===== config.mk =====
export PLATFORM = sky130hd
export DESIGN_NAME = mac_keyed_node_table_with_aging_unit
export DESIGN_NICKNAME = d
export VERILOG_FILES = /design/src/rtl/mkn_pkg.sv /design/src/rtl/mkn_cmd_fifo.sv /design/src/rtl/mkn_engine.sv /design/src/rtl/mac_keyed_node_table_with_aging_unit.sv
export SDC_FILE = /design/constraint.sdc
export NUM_CORES = 2
export LEC_CHECK = 0
export ABC_AREA = 1
export BUFFER_PORTS_ARGS = -buffer_cell sky130_fd_sc_hd__buf_2
export CAP_MARGIN = 20
export CELL_PAD_IN_SITES_DETAIL_PLACEMENT = 0
export CELL_PAD_IN_SITES_GLOBAL_PLACEMENT = 1
export CORE_MARGIN = 3
export CORE_UTILIZATION = 48
export DETAILED_ROUTE_END_ITERATION = 10
export PLACE_DENSITY_LB_ADDON = 0.2
export SETUP_SLACK_MARGIN = 0.15
export SYNTH_ARGS = -nofsm -noshare
export SYNTH_HDL_FRONTEND = slang
export SYNTH_SLANG_ARGS = --single-unit

===== constraint.sdc =====
create_clock -name i_clk -period 25.6 [get_ports i_clk]
set_clock_uncertainty 0.15 [all_clocks]
set_input_delay 3.84 -clock i_clk [delete_from_list [all_inputs] [get_ports i_clk]]
set_output_delay 3.84 -clock i_clk [all_outputs]
set_load 0.1 [all_outputs]

===== src/rtl/mkn_pkg.sv =====
// Package: shared types, codes and constants of the MAC keyed node table.
package mkn_pkg;

    localparam int SlotCountDef = 16;
    localparam logic [31:0] TimeoutReset = 32'd30000;

    typedef enum logic [2:0] {
        FN_REGISTER  = 3'd0,
        FN_HEARTBEAT = 3'd1,
        FN_SET_STATE = 3'd2,
        FN_REMOVE    = 3'd3,
        FN_OFFLINE   = 3'd4,
        FN_READ_SLOT = 3'd5,
        FN_TICK      = 3'd6,
        FN_LOOKUP    = 3'd7
    } t_func;

    typedef enum logic [1:0] {
        ST_NEW      = 2'd0,
        ST_EXISTING = 2'd1,
        ST_NOTFOUND = 2'd2,
        ST_FULL     = 2'd3
    } t_status;

    typedef struct packed {
        t_func       func;
        logic [47:0] mac_key;
        logic [6:0]  node_id;
        logic [5:0]  slot_index;
        logic [7:0]  node_kind;
        logic [15:0] battery_mv;
        logic        new_state;
    } t_cmd;

    typedef struct packed {
        t_status     status;
        logic [6:0]  result_id;
        logic        is_offline;
        logic        entry_paired;
        logic [47:0] entry_mac;
        logic [7:0]  entry_kind;
        logic [15:0] entry_battery_mv;
        logic        entry_state;
        logic [31:0] entry_last_seen;
        logic [6:0]  paired_total;
    } t_rsp;

endpackage


===== src/rtl/mkn_cmd_fifo.sv =====
// Command queue: short FIFO between the front end and the table engine.
module mkn_cmd_fifo (
    input  logic          i_clk,
    input  logic          i_rst_n,
    input  logic          i_wr_valid,
    output logic          o_wr_ready,
    input  mkn_pkg::t_cmd i_wr_cmd,
    output logic          o_rd_valid,
    input  logic          i_rd_ready,
    output mkn_pkg::t_cmd o_rd_cmd
);
    import mkn_pkg::*;

    t_cmd       r_mem [2];
    logic       r_wp, r_rp;
    logic [1:0] r_cnt;
    logic       w_wr, w_rd;

    assign o_wr_ready = (r_cnt != 2'd2);
    assign o_rd_valid = (r_cnt != 2'd0);
    assign o_rd_cmd   = r_mem[r_rp];
    assign w_wr = i_wr_valid && o_wr_ready;
    assign w_rd = o_rd_valid && i_rd_ready;

    always_ff @(posedge i_clk) begin
        if (w_wr) begin
            r_mem[r_wp] <= i_wr_cmd;
        end
        if (!i_rst_n) begin
            r_wp <= 1'b0;
            r_rp <= 1'b0;
            r_cnt <= 2'd0;
        end else begin
            if (w_wr) r_wp <= ~r_wp;
            if (w_rd) r_rp <= ~r_rp;
            r_cnt <= r_cnt + 2'(w_wr) - 2'(w_rd);
        end
    end

    property p_no_overflow;
        @(posedge i_clk) disable iff (!i_rst_n) r_cnt != 2'd3;
    endproperty
    a_no_overflow: assert property (p_no_overflow) else $error("queue count overflow");

    property p_count_track;
        @(posedge i_clk) disable iff (!i_rst_n)
            (w_wr && !w_rd) |=> (r_cnt == $past(r_cnt) + 2'd1);
    endproperty
    a_count_track: assert property (p_count_track) else $error("queue count lost a push");

    property p_empty_read;
        @(posedge i_clk) disable iff (!i_rst_n) (r_cnt == 2'd0) |-> !w_rd;
    endproperty
    a_empty_read: assert property (p_empty_read) else $error("read from empty queue");
endmodule


===== src/rtl/mkn_engine.sv =====
// Table engine: slot memories, scan sequencer and result register.
module mkn_engine #(
    parameter int SLOT_COUNT = mkn_pkg::SlotCountDef
) (
    input  logic          i_clk,
    input  logic          i_rst_n,
    input  logic          i_cmd_valid,
    output logic          o_cmd_ready,
    input  mkn_pkg::t_cmd i_cmd,
    input  logic [31:0]   i_timeout,
    output logic          o_rsp_valid,
    input  logic          i_rsp_ready,
    output mkn_pkg::t_rsp o_rsp
);
    import mkn_pkg::*;

    localparam int SW = (SLOT_COUNT > 1) ? $clog2(SLOT_COUNT) : 1;
    localparam int CW = $clog2(SLOT_COUNT + 1);

    typedef enum logic [2:0] {S_IDLE, S_SCAN, S_READ, S_EXEC, S_RESP} t_state;

    logic [47:0] r_mac   [SLOT_COUNT];
    logic [7:0]  r_kind  [SLOT_COUNT];
    logic [15:0] r_batt  [SLOT_COUNT];
    logic        r_st    [SLOT_COUNT];
    logic [31:0] r_seen  [SLOT_COUNT];
    logic [SLOT_COUNT-1:0] r_paired;

    t_state      r_state;
    t_cmd        r_cmd;
    logic [CW-1:0] r_idx;
    logic        r_hit, r_free_ok;
    logic [SW-1:0] r_hit_slot, r_free_slot, r_slot;
    logic        r_slot_ok;
    logic [47:0] r_rd_mac;
    logic [7:0]  r_rd_kind;
    logic [15:0] r_rd_batt;
    logic        r_rd_st;
    logic [31:0] r_rd_seen;
    logic [CW-1:0] r_count;
    logic [31:0] r_time;
    t_rsp        r_res;
    t_rsp        r_rsp;
    logic        r_valid;

    logic [SW-1:0] w_scan;
    logic        w_id_ok, w_idx_ok;
    logic [SW-1:0] w_id_slot;
    logic [31:0] w_age;
    logic [SW-1:0] w_slot;
    logic        w_slot_ok;
    t_rsp        w_res;

    assign w_scan    = r_idx[SW-1:0];
    assign w_id_ok   = (r_cmd.node_id != 7'd0) && ({1'b0, r_cmd.node_id} <= 8'(SLOT_COUNT));
    assign w_id_slot = SW'(r_cmd.node_id - 7'd1);
    assign w_idx_ok  = {2'b0, r_cmd.slot_index} < 8'(SLOT_COUNT);
    assign w_age     = r_time - r_rd_seen;

    assign o_cmd_ready = (r_state == S_IDLE);
    assign o_rsp_valid = r_valid;
    assign o_rsp       = r_rsp;

    // Slot picked for the command once the scan is over.
    always_comb begin
        unique case (r_cmd.func)
            FN_REGISTER: begin
                w_slot    = r_hit ? r_hit_slot : r_free_slot;
                w_slot_ok = r_hit || r_free_ok;
            end
            FN_LOOKUP: begin
                w_slot    = r_hit_slot;
                w_slot_ok = r_hit;
            end
            FN_READ_SLOT: begin
                w_slot    = SW'(r_cmd.slot_index);
                w_slot_ok = w_idx_ok && r_paired[SW'(r_cmd.slot_index)];
            end
            FN_TICK: begin
                w_slot    = '0;
                w_slot_ok = 1'b1;
            end
            default: begin
                w_slot    = w_id_slot;
                w_slot_ok = w_id_ok && r_paired[w_id_slot];
            end
        endcase
    end

    // Result word of the command in S_EXEC.
    always_comb begin
        w_res = '0;
        w_res.status = r_slot_ok ? ST_EXISTING : ST_NOTFOUND;
        w_res.result_id = r_slot_ok ? 7'(r_slot) + 7'd1 : 7'd0;
        w_res.paired_total = 7'(r_count);
        unique case (r_cmd.func)
            FN_REGISTER: begin
                if (!r_slot_ok) begin
                    w_res.status = ST_FULL;
                end else if (!r_hit) begin
                    w_res.status = ST_NEW;
                    w_res.paired_total = 7'(r_count + CW'(1));
                end
            end
            FN_REMOVE: begin
                if (r_slot_ok) begin
                    w_res.paired_total = 7'(r_count - CW'(1));
                end
            end
            FN_OFFLINE: begin
                w_res.is_offline = !r_slot_ok || (w_age > i_timeout);
            end
            FN_READ_SLOT: begin
                if (r_slot_ok) begin
                    w_res.entry_paired     = 1'b1;
                    w_res.entry_mac        = r_rd_mac;
                    w_res.entry_kind       = r_rd_kind;
                    w_res.entry_battery_mv = r_rd_batt;
                    w_res.entry_state      = r_rd_st;
                    w_res.entry_last_seen  = r_rd_seen;
                end
            end
            FN_TICK: begin
                w_res.status = ST_EXISTING;
                w_res.result_id = 7'd0;
            end
            default: ;
        endcase
    end

    // Slot memories read through a registered port.
    always_ff @(posedge i_clk) begin
        if (r_state == S_READ) begin
            r_rd_mac  <= r_mac[w_slot];
            r_rd_kind <= r_kind[w_slot];
            r_rd_batt <= r_batt[w_slot];
            r_rd_st   <= r_st[w_slot];
            r_rd_seen <= r_seen[w_slot];
        end
        if (r_state == S_EXEC && r_slot_ok) begin
            unique case (r_cmd.func)
                FN_REGISTER: begin
                    r_seen[r_slot] <= r_time;
                    r_batt[r_slot] <= r_cmd.battery_mv;
                    if (!r_hit) begin
                        r_mac[r_slot]  <= r_cmd.mac_key;
                        r_kind[r_slot] <= r_cmd.node_kind;
                        r_st[r_slot]   <= 1'b0;
                    end
                end
                FN_HEARTBEAT: begin
                    r_seen[r_slot] <= r_time;
                    r_batt[r_slot] <= r_cmd.battery_mv;
                end
                FN_SET_STATE: begin
                    r_seen[r_slot] <= r_time;
                    r_st[r_slot]   <= r_cmd.new_state;
                end
                default: ;
            endcase
        end
    end

    always_ff @(posedge i_clk) begin
        if (!i_rst_n) begin
            r_state  <= S_IDLE;
            r_paired <= '0;
            r_count  <= '0;
            r_time   <= '0;
            r_valid  <= 1'b0;
        end else begin
            if (r_state == S_RESP && (!r_valid || i_rsp_ready)) begin
                r_valid <= 1'b1;
            end else if (i_rsp_ready) begin
                r_valid <= 1'b0;
            end
            unique case (r_state)
                S_IDLE: begin
                    if (i_cmd_valid) begin
                        r_cmd <= i_cmd;
                        r_idx <= '0;
                        r_hit <= 1'b0;
                        r_free_ok <= 1'b0;
                        r_state <= (i_cmd.func == FN_REGISTER || i_cmd.func == FN_LOOKUP)
                                   ? S_SCAN : S_READ;
                    end
                end
                S_SCAN: begin
                    // one slot per cycle: first MAC hit, first free slot
                    if (r_paired[w_scan] && r_mac[w_scan] == r_cmd.mac_key && !r_hit) begin
                        r_hit <= 1'b1;
                        r_hit_slot <= w_scan;
                    end
                    if (!r_paired[w_scan] && !r_free_ok) begin
                        r_free_ok <= 1'b1;
                        r_free_slot <= w_scan;
                    end
                    r_idx <= r_idx + CW'(1);
                    if (r_idx == CW'(SLOT_COUNT - 1)) r_state <= S_READ;
                end
                S_READ: begin
                    r_slot    <= w_slot;
                    r_slot_ok <= w_slot_ok;
                    r_state   <= S_EXEC;
                end
                S_EXEC: begin
                    r_res <= w_res;
                    unique case (r_cmd.func)
                        FN_REGISTER: begin
                            if (r_slot_ok && !r_hit) begin
                                r_paired[r_slot] <= 1'b1;
                                r_count <= r_count + CW'(1);
                            end
                        end
                        FN_REMOVE: begin
                            if (r_slot_ok) begin
                                r_paired[r_slot] <= 1'b0;
                                r_count <= r_count - CW'(1);
                            end
                        end
                        FN_TICK: begin
                            r_time <= r_time + 32'd1;
                        end
                        default: ;
                    endcase
                    r_state <= S_RESP;
                end
                S_RESP: begin
                    // wait until the result register is free
                    if (!r_valid || i_rsp_ready) begin
                        r_rsp   <= r_res;
                        r_state <= S_IDLE;
                    end
                end
                default: r_state <= S_IDLE;
            endcase
        end
    end

    // r_res is loaded in S_EXEC and moves to r_rsp when S_RESP finds the output free
    property p_count_match;
        @(posedge i_clk) disable iff (!i_rst_n) r_count == CW'($countones(r_paired));
    endproperty
    a_count_match: assert property (p_count_match) else $error("paired count drift");

    property p_busy_not_ready;
        @(posedge i_clk) disable iff (!i_rst_n) (r_state != S_IDLE) |-> !o_cmd_ready;
    endproperty
    a_busy_not_ready: assert property (p_busy_not_ready) else $error("ready while busy");

    property p_tick_advance;
        @(posedge i_clk) disable iff (!i_rst_n)
            (r_state == S_EXEC && r_cmd.func == FN_TICK) |=> r_time == $past(r_time) + 32'd1;
    endproperty
    a_tick_advance: assert property (p_tick_advance) else $error("tick lost");
endmodule


===== src/rtl/mac_keyed_node_table_with_aging_unit.sv =====
// Top level: MAC keyed node table with aging, stream ports and timeout register.
// The block keeps SLOT_COUNT node slots keyed by 48-bit MAC address and answers
// one result word for every command word. Register and lookup scan the slots one
// per cycle in S_SCAN before S_READ, S_EXEC and S_RESP; all id and slot based
// operations go straight to S_READ. The scan over the slot MAC
// memory sets the rate. A two-deep command queue between the front end and the
// table engine lets a new word be taken while a result waits on the output.
// Tick advances the internal 32-bit millisecond clock; a node is offline when
// the wrapped age exceeds the timeout register (reset 30000). Write the timeout
// only while the block is idle.
module mac_keyed_node_table_with_aging_unit #(
    parameter int SLOT_COUNT = mkn_pkg::SlotCountDef
) (
    input  logic         i_clk,
    input  logic         i_rst_n,
    input  logic         i_cfg_we,
    input  logic [31:0]  i_cfg_wdata,
    input  logic         s_axis_tvalid,
    output logic         s_axis_tready,
    // tdata: mac_key[47:0], node_id[54:48], slot_index[60:55], node_kind[68:61],
    //        battery_mv[84:69], new_state[85], zero[87:86]
    input  logic [87:0]  s_axis_tdata,
    // tuser: func[2:0]
    input  logic [2:0]   s_axis_tuser,
    output logic         m_axis_tvalid,
    input  logic         m_axis_tready,
    // tdata: status[1:0], result_id[8:2], is_offline[9], entry_paired[10],
    //        entry_mac[58:11], entry_kind[66:59], entry_battery_mv[82:67],
    //        entry_state[83], entry_last_seen[115:84], paired_total[122:116], zero[127:123]
    output logic [127:0] m_axis_tdata
);
    import mkn_pkg::*;

    logic [31:0] r_timeout;
    t_cmd        w_cmd, w_q_cmd;
    logic        w_q_valid, w_q_ready;
    t_rsp        w_rsp;

    // hold the timeout register
    always_ff @(posedge i_clk) begin
        if (!i_rst_n) begin
            r_timeout <= TimeoutReset;
        end else if (i_cfg_we) begin
            r_timeout <= i_cfg_wdata;
        end
    end

    // unpack the command word
    always_comb begin
        w_cmd.func       = t_func'(s_axis_tuser);
        w_cmd.mac_key    = s_axis_tdata[47:0];
        w_cmd.node_id    = s_axis_tdata[54:48];
        w_cmd.slot_index = s_axis_tdata[60:55];
        w_cmd.node_kind  = s_axis_tdata[68:61];
        w_cmd.battery_mv = s_axis_tdata[84:69];
        w_cmd.new_state  = s_axis_tdata[85];
    end

    mkn_cmd_fifo u_fifo (
        .i_clk(i_clk), .i_rst_n(i_rst_n),
        .i_wr_valid(s_axis_tvalid), .o_wr_ready(s_axis_tready), .i_wr_cmd(w_cmd),
        .o_rd_valid(w_q_valid), .i_rd_ready(w_q_ready), .o_rd_cmd(w_q_cmd)
    );

    mkn_engine #(.SLOT_COUNT(SLOT_COUNT)) u_engine (
        .i_clk(i_clk), .i_rst_n(i_rst_n),
        .i_cmd_valid(w_q_valid), .o_cmd_ready(w_q_ready), .i_cmd(w_q_cmd),
        .i_timeout(r_timeout),
        .o_rsp_valid(m_axis_tvalid), .i_rsp_ready(m_axis_tready), .o_rsp(w_rsp)
    );

    // pack the result word
    assign m_axis_tdata = {5'd0, w_rsp.paired_total, w_rsp.entry_last_seen,
                           w_rsp.entry_state, w_rsp.entry_battery_mv, w_rsp.entry_kind,
                           w_rsp.entry_mac, w_rsp.entry_paired, w_rsp.is_offline,
                           w_rsp.result_id, w_rsp.status};
endmodule

==> reports/qor.yml <==
critical_path.most_common_cell: "nand2_1"
slowest_delay_ns: 0.84
synth-seq-area-share_pct: 68.5
dieArea_um2: 223000
start_kind: "register"
ys.flop_type: "edfxtp_1"
die_h_um: 472
synthArstFlopShare_pct: 0
grt_first_pass_wirelength_mm: 430
rsz0062_at_grt: "false"
met2_usage_pct: 38.7
wl_per_cell_um: 23.9
status: "finished, final reports clean"
ys_types: 49
final_hold_viol_count: 0
crit_buf_inv: 5
yosysTopAreaCellShare_pct: 66.6
gr-usage-all-layers_pct: 25.8
peakVddDrop_mv: 0.0965
synth-edff-count: 2314
finalCritPeriodShare_pct: 28.0
synth_largest_area_cell: "edfxtp_1"
critPathMaxFanout: 228
start_util_pct: 48.4
p_leak_nw: 41.7
fin_nets: 9493
dr.pass1.iters: 6
final_util_pct: 54.2
port_buffers: 248
design_area_um2: 117000
gp_congestion: 0.836
setup_tns_ns: 0
path_cells: "inv_1 -> nand2_1 -> nand2_1 -> nor3_4 -> nand2_8 -> nand2_8 -> buf_4 -> buf_12 -> buf_4 -> buf_4 -> a21oi_1 -> o21ai_1 -> nand2_1 -> o211ai_1 -> nand2_1"
vias: 71206
placedInstanceArea_um2: 108000
grt_overflow: 0
numCtsBuffers: 279
yosys-top-cells-area: "edfxtp_1, a21oi_1, o21ai_0"
clkLatencyLatePin_ns: 0.92
grt_most_used_layer: "met2"
relSlewSlack_pct: 24.0
cts_tree: "yes"
grt_max_degree: 229
clock-sinks: 2412
yosysWarnings: 0
grt_pass1_vias: 67230
postSynthAreaPerCell_um2: 11.3
worst_slew_pin_slew_ns: 1.13
dp_hpwl_mm: 158
power_density_nw_per_um2: 107
post-cts-setup-buffer-count: 0
cts-root-buf: "clkbuf_16"
multi_input_area_um2: 27100
use_met1_pct: 38.5
regArea_um2: 71500
crit_required_ns: 26.02
crit_path_end_kind: "register"
cp.arrival_ns: 7.59
min_period_ns: 7.16
hold_buffers: 0
hp-class: "register to register"
core_um2: 215000
crit_slowest_cell: "buf_4"
die_w_um: 472
crit_type: "register to register"
ios: 258
rows: 170
drive_above_1_share_pct: 10.4
clk_pin_slew_worst_paths_ns: 0.06
syn_inst: 9196
setup_viol: 0
cts_buffer_depth: 4
cts_resized: 0
vias_per_cell: 5.78
critPathTopFamily: "buffers and inverters"
drt-initial-drc-count: 7973
slew_viol_final: 0
final_antenna_net_count: 0
synth_area_um2: 104000
fill_cells: 18041
grtUsageMet3_pct: 4.51
max_freq_ghz: 0.140
area_growth_pct: 12.0
wl_mm: 294
htree_levels: 5
grt_antenna_before_repair: 22
synth-seq-cells: 2412
drc: 0
maxCapViolations: 0
==> placed cells by master (no fill, tap or decap), types with 4 or more instances in the layout <==
master / instances
nand2_1: 1053
a31oi_1: 4
a221oi_1: 4
dfxtp_1: 93
nand4_1: 13
bufinv_16: 19
clkinv_2: 45
inv_1: 994
nor4_1: 8
inv_2: 5
buf_12: 8
xor2_1: 29
dfxtp_4: 4
edfxtp_1: 2314
nor2_4: 36
clkinv_1: 53
ha_1: 79
conb_1: 7
clkbuf_16: 287
xnor2_1: 14
o21a_1: 7
nor2_1: 495
inv_6: 9
buf_4: 131
nor3_1: 30
o21ai_0: 863
nand3_1: 718
o211ai_1: 438
o21ai_1: 268
buf_2: 248
a21oi_1: 899
or2_2: 85
o21bai_1: 8
clkbuf_1: 57
nand3b_1: 8
diode_2: 6
a211oi_1: 6
mux2_2: 87
==> logic make-up (layout without fill, tap and decap cells) <==
logic type	after synthesis	after routing	share of synthesized area [%]
AOI/OAI and AO/OA	2514	2514	13.2
xor gates and xnor gates	43	43	0.361
other	1	13	0.00359
muxes	88	88	0.948
DFF	2412	2412	68.5
and+or+nand+nor	2462	2462	10.1
buffers and inverters	1595	1866	5.91
adders and majority gates	81	81	0.986
==> sequential cells by signal (all words and copies together) (netlist names), 5 cells and up, named ones only <==
signal,count
u_engine.r_mac,768
u_engine.r_cmd,89
u_engine.r_idx,5
u_engine.r_batt,256
u_engine.r_rd_batt,16
u_engine.r_kind,128
u_engine.o_rsp,121
r_timeout,32
u_fifo.r_mem,178
u_engine.r_count,5
u_engine.r_rd_mac,48
u_engine.r_st,16
u_engine.r_res,121
u_engine.r_time,32
u_engine.r_seen,512
u_engine.r_rd_kind,8
u_engine.r_rd_seen,32
==> stage by stage <==
step | hold WS, ns | setup WS (ns) | power, mW | cells
2_1_floorplan | 0.250 | 8.81 | 7.49 | 9202
3_3_place_gp | 0.253 | 17.99 | 8.69 | 11839
3_5_place_dp | 0.255 | 17.98 | 8.75 | 11841
4_1_cts | 0.256 | 18.44 | 12.5 | 12311
5_1_grt | 0.251 | 17.89 | 13.1 | 12314
6_report | 0.252 | 18.44 | 12.5 | 12317
==> cells in the mapped netlist (79+ instances only) <==
cell and n:
ha_1 79, a21oi_1 899, nand3_1 719, o21ai_0 863, dfxtp_1 98, clkbuf_1 398, o21ai_1 268, inv_1 997
nand2_1 1055, o211ai_1 438, mux2_2 87, buf_2 111, nor2_1 531, edfxtp_1 2314, or2_2 85
==> worst register-to-register path, delay by kind of cell, from the launching register on <==
kind	cells	cell delay, ns
AO/OA/AOI/OAI	3	0.45
buffers and inverters	5	3.26
AND/OR/NAND/NOR	7	2.46
flip-flops	1	0.49
==> layer usage <==
metal  wire [um]  up-vias
met2      129000     3061
met5          57        -
met3       25400      509
li1            -    32947
met1      132000    34683
met4        7740        6
==> area by class of cell <==
type                            count  area share (%)
Antenna cell                        6          0.0128
Sequential cell                  2412            61.2
Timing Repair Buffer              388            2.06
Inverter                         1008            3.27
Multi-Input combinational cell   5195            23.2
Clock inverter                    123           0.908
Clock buffer                      347            6.36
Tap cell                         2838            3.04
==> power breakdown <==
| group | switching (mW) | internal, mW |
|---|---|---|
| combinational | 2.77 | 1.06 |
| clock | 1.52 | 2.24 |
| sequential | 0.207 | 4.68 |
| total | 4.50 | 7.98 |
==> worst paths after layout <==
path                                         start                    end  slack, ns  depth (start not counted)
worst max-delay path            u_engine.r_cmd[88]  u_engine.r_rd_mac[28]      18.44                         15
worst min-delay path            u_engine.r_res[97]     u_engine.o_rsp[97]       0.25                          0
worst max register to register  u_engine.r_cmd[88]  u_engine.r_rd_mac[28]      18.44                         15
worst min register to register  u_engine.r_res[97]     u_engine.o_rsp[97]       0.25                          0
No activity file was read; power rests on OpenSTA's default activity.
